===== src/cbc_pkg.sv =====
package cbc_pkg;

   localparam int COORD_W = 10;
   localparam int MAX_LINE_WIDTH = 1 << COORD_W;
   localparam int DIM_W = COORD_W + 1;
   localparam int PIX_W = 8;
   localparam int WEIGHT_W = 16;
   localparam int ROW_W = 3 * WEIGHT_W;
   localparam int SUM_W = 28;
   localparam int SHIFT_W = 5;
   localparam int BIAS_W = 16;

   localparam logic [DIM_W-1:0] DIM_MIN = DIM_W'(3);
   localparam logic [DIM_W-1:0] WIDTH_MAX = DIM_W'(MAX_LINE_WIDTH);
   localparam logic [DIM_W-1:0] HEIGHT_MAX = DIM_W'(1024);
   localparam logic [PIX_W-1:0] PIX_MAX = 8'd255;

   localparam int CSR_IDX_W = 3;
   localparam int CSR_DATA_W = ROW_W;
   localparam logic [CSR_IDX_W-1:0] CSR_FRAME_WIDTH = 3'd0;
   localparam logic [CSR_IDX_W-1:0] CSR_FRAME_HEIGHT = 3'd1;
   localparam logic [CSR_IDX_W-1:0] CSR_WEIGHT_TOP = 3'd2;
   localparam logic [CSR_IDX_W-1:0] CSR_WEIGHT_MIDDLE = 3'd3;
   localparam logic [CSR_IDX_W-1:0] CSR_WEIGHT_BOTTOM = 3'd4;
   localparam logic [CSR_IDX_W-1:0] CSR_SHIFT = 3'd5;
   localparam logic [CSR_IDX_W-1:0] CSR_BIAS = 3'd6;

   typedef logic [ROW_W-1:0] weight_row_type;

   typedef struct packed {
      logic [2:0][2:0][PIX_W-1:0] win;
      logic [COORD_W-1:0]         col;
      logic [COORD_W-1:0]         row;
      logic signed [SUM_W-1:0]    sum;
   } cbc_item_type;

endpackage


===== src/cbc_mac_cell.sv =====
module cbc_mac_cell (
   input  logic                   clock,
   input  logic                   reset,
   input  logic                   in_valid,
   output logic                   in_ready,
   input  cbc_pkg::cbc_item_type  in_item,
   input  logic [1:0]             row_sel,
   input  cbc_pkg::weight_row_type weights,
   output logic                   out_valid,
   input  logic                   out_ready,
   output cbc_pkg::cbc_item_type  out_item
);
   import cbc_pkg::*;

   localparam int PROD_W = PIX_W + 1 + WEIGHT_W;

   logic                       valid_ff;
   cbc_item_type               item_ff;
   cbc_item_type               item_in;
   logic signed [PROD_W-1:0]   prod [3];
   logic signed [PIX_W:0]      px [3];
   logic signed [WEIGHT_W-1:0] wt [3];

   always_comb begin
      for (int j = 0; j < 3; j++) begin
         px[j] = $signed({1'b0, in_item.win[row_sel][j]});
         wt[j] = $signed(weights[WEIGHT_W*j +: WEIGHT_W]);
         prod[j] = px[j] * wt[j];
      end
      item_in = in_item;
      item_in.sum = $signed(in_item.sum)
                  + $signed({{(SUM_W-PROD_W){prod[0][PROD_W-1]}}, prod[0]})
                  + $signed({{(SUM_W-PROD_W){prod[1][PROD_W-1]}}, prod[1]})
                  + $signed({{(SUM_W-PROD_W){prod[2][PROD_W-1]}}, prod[2]});
   end

   assign in_ready = !valid_ff || out_ready;
   assign out_valid = valid_ff;
   assign out_item = item_ff;

   always_ff @(posedge clock) begin
      if (reset) begin
         valid_ff <= 1'b0;
      end else if (in_ready) begin
         valid_ff <= in_valid;
      end
   end

   always_ff @(posedge clock) begin
      if (in_ready && in_valid) begin
         item_ff <= item_in;
      end
   end

   a_cell_hold: assert property (@(posedge clock) disable iff (reset)
      valid_ff && !out_ready |=> valid_ff && $stable(item_ff))
      else $error("cell lost or changed a stalled request");

endmodule


===== config.mk =====
export PLATFORM = sky130hd
export DESIGN_NAME = cbc_mac_cell
export DESIGN_NICKNAME = d
export VERILOG_FILES = /design/src/cbc_pkg.sv /design/src/cbc_mac_cell.sv
export SDC_FILE = /design/constraint.sdc
export NUM_CORES = 1
export LEC_CHECK = 0
export ABC_AREA = 0
export BUFFER_PORTS_ARGS = -buffer_cell sky130_fd_sc_hd__buf_2
export CAP_MARGIN = 20
export CORE_ASPECT_RATIO = 2
export CORE_MARGIN = 3
export CORE_UTILIZATION = 40
export CTS_CLUSTER_DIAMETER = 60
export DETAILED_ROUTE_END_ITERATION = 8
export HOLD_SLACK_MARGIN = 0.15
export SYNTH_ARGS = -nofsm -noshare
export SYNTH_HDL_FRONTEND = slang
export SYNTH_SLANG_ARGS = --single-unit

===== constraint.sdc =====
create_clock -name clock -period 7.8 [get_ports clock]
set_input_delay 0.78 -clock clock [delete_from_list [all_inputs] [get_ports clock]]
set_output_delay 0.78 -clock clock [all_outputs]
set_load 0.01 [all_outputs]

==> impl_results.rst <==
.. list-table::
   :header-rows: 1

   * - Metric
     - Value
   * - Crit path arrival time
     - around 7700 ps
   * - Critical Setup Path Class
     - in2reg
   * - Half-perimeter wire length after detailed placement
     - 49,000 um
   * - Worst hold-check slack
     - around 500 ps
   * - Reg2Reg Launch Point
     - out_valid
   * - Post-Synthesis Net Count
     - approximately 2,600
   * - DRT Wirelength
     - roughly 56,000 um
   * - Starting density of the core
     - 0.407
   * - Remaining design rule violation count
     - 0
   * - Required time of the critical path
     - 8000 ps
   * - Final core area utilization
     - 0.477
   * - Via count of the first global-routing pass
     - roughly 16,000
   * - Number of levels the H-tree was split into
     - 4
   * - Highest-delay cell along the critical path
     - sky130_fd_sc_hd__fa_1
   * - Bufs on Longest Clock Path
     - 2
   * - Clock buffers created by TritonCTS
     - 17
   * - I/O pin count
     - 296
   * - Die span in y
     - roughly 320 um
   * - Final Non-Filler Cells
     - between 2,000 and 3,000
   * - Total of buffers placed on input and output ports
     - approximately 300
   * - Parity-gate share of the synthesized area counting xor and xnor cells
     - 0.0130
   * - Placeable core region
     - about 48,000 sq um
   * - Number of antenna violations at the first check in global routing
     - 9
   * - Worst-path fanout max
     - 16
   * - Slowest Stage Delay on Critical Path
     - 530 ps
   * - Clock transition at the registers of the reported paths
     - approximately 70 ps
   * - Destination of the worst hold path
     - out_valid
   * - Number of storage elements in the synthesis netlist
     - ~120
   * - Final number of max-transition violations
     - 0
   * - Largest net degree at the start of global routing
     - 72
   * - Combined area of all synthesized cells
     - 19,500 sq um
   * - Critical Path Source Type
     - input port
   * - Number of instances in the placed design
     - 2,820
   * - Synth Flop Type
     - sky130_fd_sc_hd__edfxtp_1
   * - Area added between synthesis and finish
     - 17.2%
   * - Number of enable-type register cells in the synthesized netlist
     - 120
   * - Critical Path End Type
     - register
   * - Total number of placement rows
     - between 100 and 150
   * - Final clock skew
     - 16.0 ps
   * - Result of the run
     - complete, no violations
   * - Wire length of the first global-routing pass
     - about 86,000 um
   * - Root cell of the clock tree
     - sky130_fd_sc_hd__clkbuf_16
   * - Worst flop-to-flop path endpoint
     - out_item[73]
   * - Class of the worst hold path
     - in2reg
   * - Total number of nets in the final design
     - roughly 2,900
   * - Average cell area after synthesis
     - approximately 10 sq um
   * - Remaining global-route overflow
     - 0
   * - Count of final setup violators
     - 0
   * - Die X-Extent
     - ~160 um
   * - Path depth of the worst reg2reg path
     - 3
   * - Post-Synth Adder-Cell Area
     - 0.524
   * - Compound-Gate Fraction of Synth Area
     - 0.0330
   * - Initial DRT Pass Iterations
     - 5
   * - Fraction of layout instances using a drive strength above 1
     - 0.179
   * - Via density
     - a little under 5
   * - Number of max-capacitance violations reported
     - 0
   * - Worst setup slack for register-to-register paths
     - 5510 ps
   * - Final hold violations
     - 0
   * - Highest Clock Rate
     - 0.134 GHz
   * - Fraction of the yosys area taken by sequential cells
     - 0.186
   * - Start point of the worst min-delay path
     - reset
   * - Yosys warnings
     - 0
   * - Cell seen most often among critical-path stages
     - sky130_fd_sc_hd__fa_1
   * - Async set-or-reset flop fraction in the synthesized netlist
     - 0
   * - Number of post-CTS setup repair buffers
     - 0
   * - Setup TNS
     - 0 ps
   * - Number of cells produced by synthesis
     - around 1,900
   * - Routability Congestion
     - about 0.94
   * - Overall die area
     - 51,600 sq um
   * - Wire length per cell
     - 19.6 um
   * - Worst slew pin tran
     - 948 ps
   * - Multiplexer area fraction after synthesis
     - 0.0128
   * - Starting DRC count in detailed routing
     - 653
   * - Largest family of logic cells by synthesized area
     - adder cells
   * - Count of nets left with antenna violations after detail routing
     - 0
   * - Share of the cycle needed by the critical path after routing
     - 0.957
   * - Worst hold path depth
     - 2
   * - Area fraction in and, or, nand and nor cells after synthesis
     - 0.120
   * - Unrepaired setup endpoints after global routing
     - no
   * - Total number of vias
     - roughly 14,000
   * - Global-route usage over all layers
     - 0.223
   * - Synth cell types
     - a little under 50
   * - CTS tree
     - yes
   * - Worst slew margin
     - 0.364
   * - Source-to-sink clock delay at the later pin of the worst-skew pair
     - ~450 ps
   * - Sink Count
     - ~120
   * - Final critical path time including I/O delays and setup
     - 7460 ps
worst max path at each step:
stage	from	to	slack [ps]	depth (start not counted)
2_1_floorplan	row_sel[0]	out_item[26]	80	27
3_3_place_gp	row_sel[0]	out_item[26]	-110	25
3_5_place_dp	row_sel[0]	out_item[26]	-200	25
4_1_cts	row_sel[0]	out_item[26]	250	25
5_1_grt	row_sel[0]	out_item[26]	30	25
6_report	row_sel[0]	out_item[26]	340	25
flip-flops by register name, indices dropped and copies added (netlist names):
| register | count |
|---|---|
| out_item | 120 |
| out_valid | 1 |
cells in the mapped netlist, drive strengths merged (2+ instances only):
cell / count / area, sq um
a31oi: 3 / 18.8
nor2b: 4 / 32.5
buf: 3 / 15.0
a221oi: 2 / 35.0
o311ai: 2 / 17.5
a21o: 13 / 97.6
o21ai: 33 / 169
and3: 5 / 31.3
fa: 431 / 8630
nor3: 3 / 15.0
nand2: 201 / 754
inv: 544 / 2040
nand2b: 5 / 31.3
xor2: 10 / 87.6
xnor2: 19 / 166
mux2i: 25 / 250
ha: 128 / 1600
edfxtp: 120 / 3600
nor2: 10 / 37.5
o21bai: 2 / 15.0
o21a: 4 / 30.0
a211oi: 3 / 22.5
and2: 218 / 1360
clkbuf: 32 / 120
o31a: 3 / 26.3
a21oi: 19 / 98.9
nand3: 6 / 30.0
a311o: 2 / 20.0
nand4b: 2 / 17.5
cell type report:
type                    instances  area [sq um]
clock inverters                14           139
multi-input cells            1166         13700
flip-flops and latches        121          3620
well taps                     632           791
diodes                          6          15.0
repair buffers                357          2100
clock buffers                  18           429
inverters                     544          2040
fillers                      4518         25100
layer usage:
layer | vias to the layer above | GRT usage | wire length, um
met4 | 4 | 0.136 | 3910
met3 | 144 | 0.0340 | 2670
met2 | 473 | 0.456 | 33500
met1 | 7190 | 0.195 | 15700
li1 | 6157 | - | -
met5 | - | 0 | 27
kinds of logic (layout without fill, tap and decap cells):
kind of cell	Yosys count	count (layout)
AOI/OAI and AO/OA	96	96
buffers and inverters	579	933
xor gates and xnor gates	29	29
other	0	6
and+or+nand+nor	457	457
adders and majority gates	559	559
DFF	121	121
muxes	25	25
cell usage in the layout (no fill, tap or decap), drive strengths merged, types with 2 or more instances in the layout:
cell	count
fa	431
edfxtp	120
clkinv	4
ha	128
xnor2	19
nor2	10
o21bai	2
o21ai	33
a21oi	19
a311o	2
o31a	3
clkinvlp	2
and3	5
nand2b	5
inv	551
clkbuf	18
nand2	201
o311ai	2
diode	6
and2	218
a211oi	3
o21a	4
a31oi	3
a221oi	2
xor2	10
nor3	3
nand4b	2
buf	357
mux2i	25
nand3	6
nor2b	4
a21o	13
metrics by stage:
stage               area [sq um]  worst slack, ps
finish                     22900              338
CTS                        22800              249
global placement           22300             -115
global route               22900             31.6
detailed placement         22300             -197
floorplan                  19500             77.6
what timing repair did:
action / 4_1_cts / 5_1_grt
hold buffers: 0 / 0
setup endpoints to repair: 0 / 1
resized for setup: 0 / 1
worst max-delay path, delay by kind of cell:
family | cells | cell delay [ps]
AOI/OAI and AO/OA | 7 | 1570
xor gates and xnor gates | 1 | 90
adders and majority gates | 8 | 3900
buffers and inverters | 7 | 720
muxes | 1 | 370
and+or+nand+nor | 1 | 180
Power is left out: the tool's default activity adds up to more than one toggle a clock period on the data nets, which glitch-free logic cannot reach.
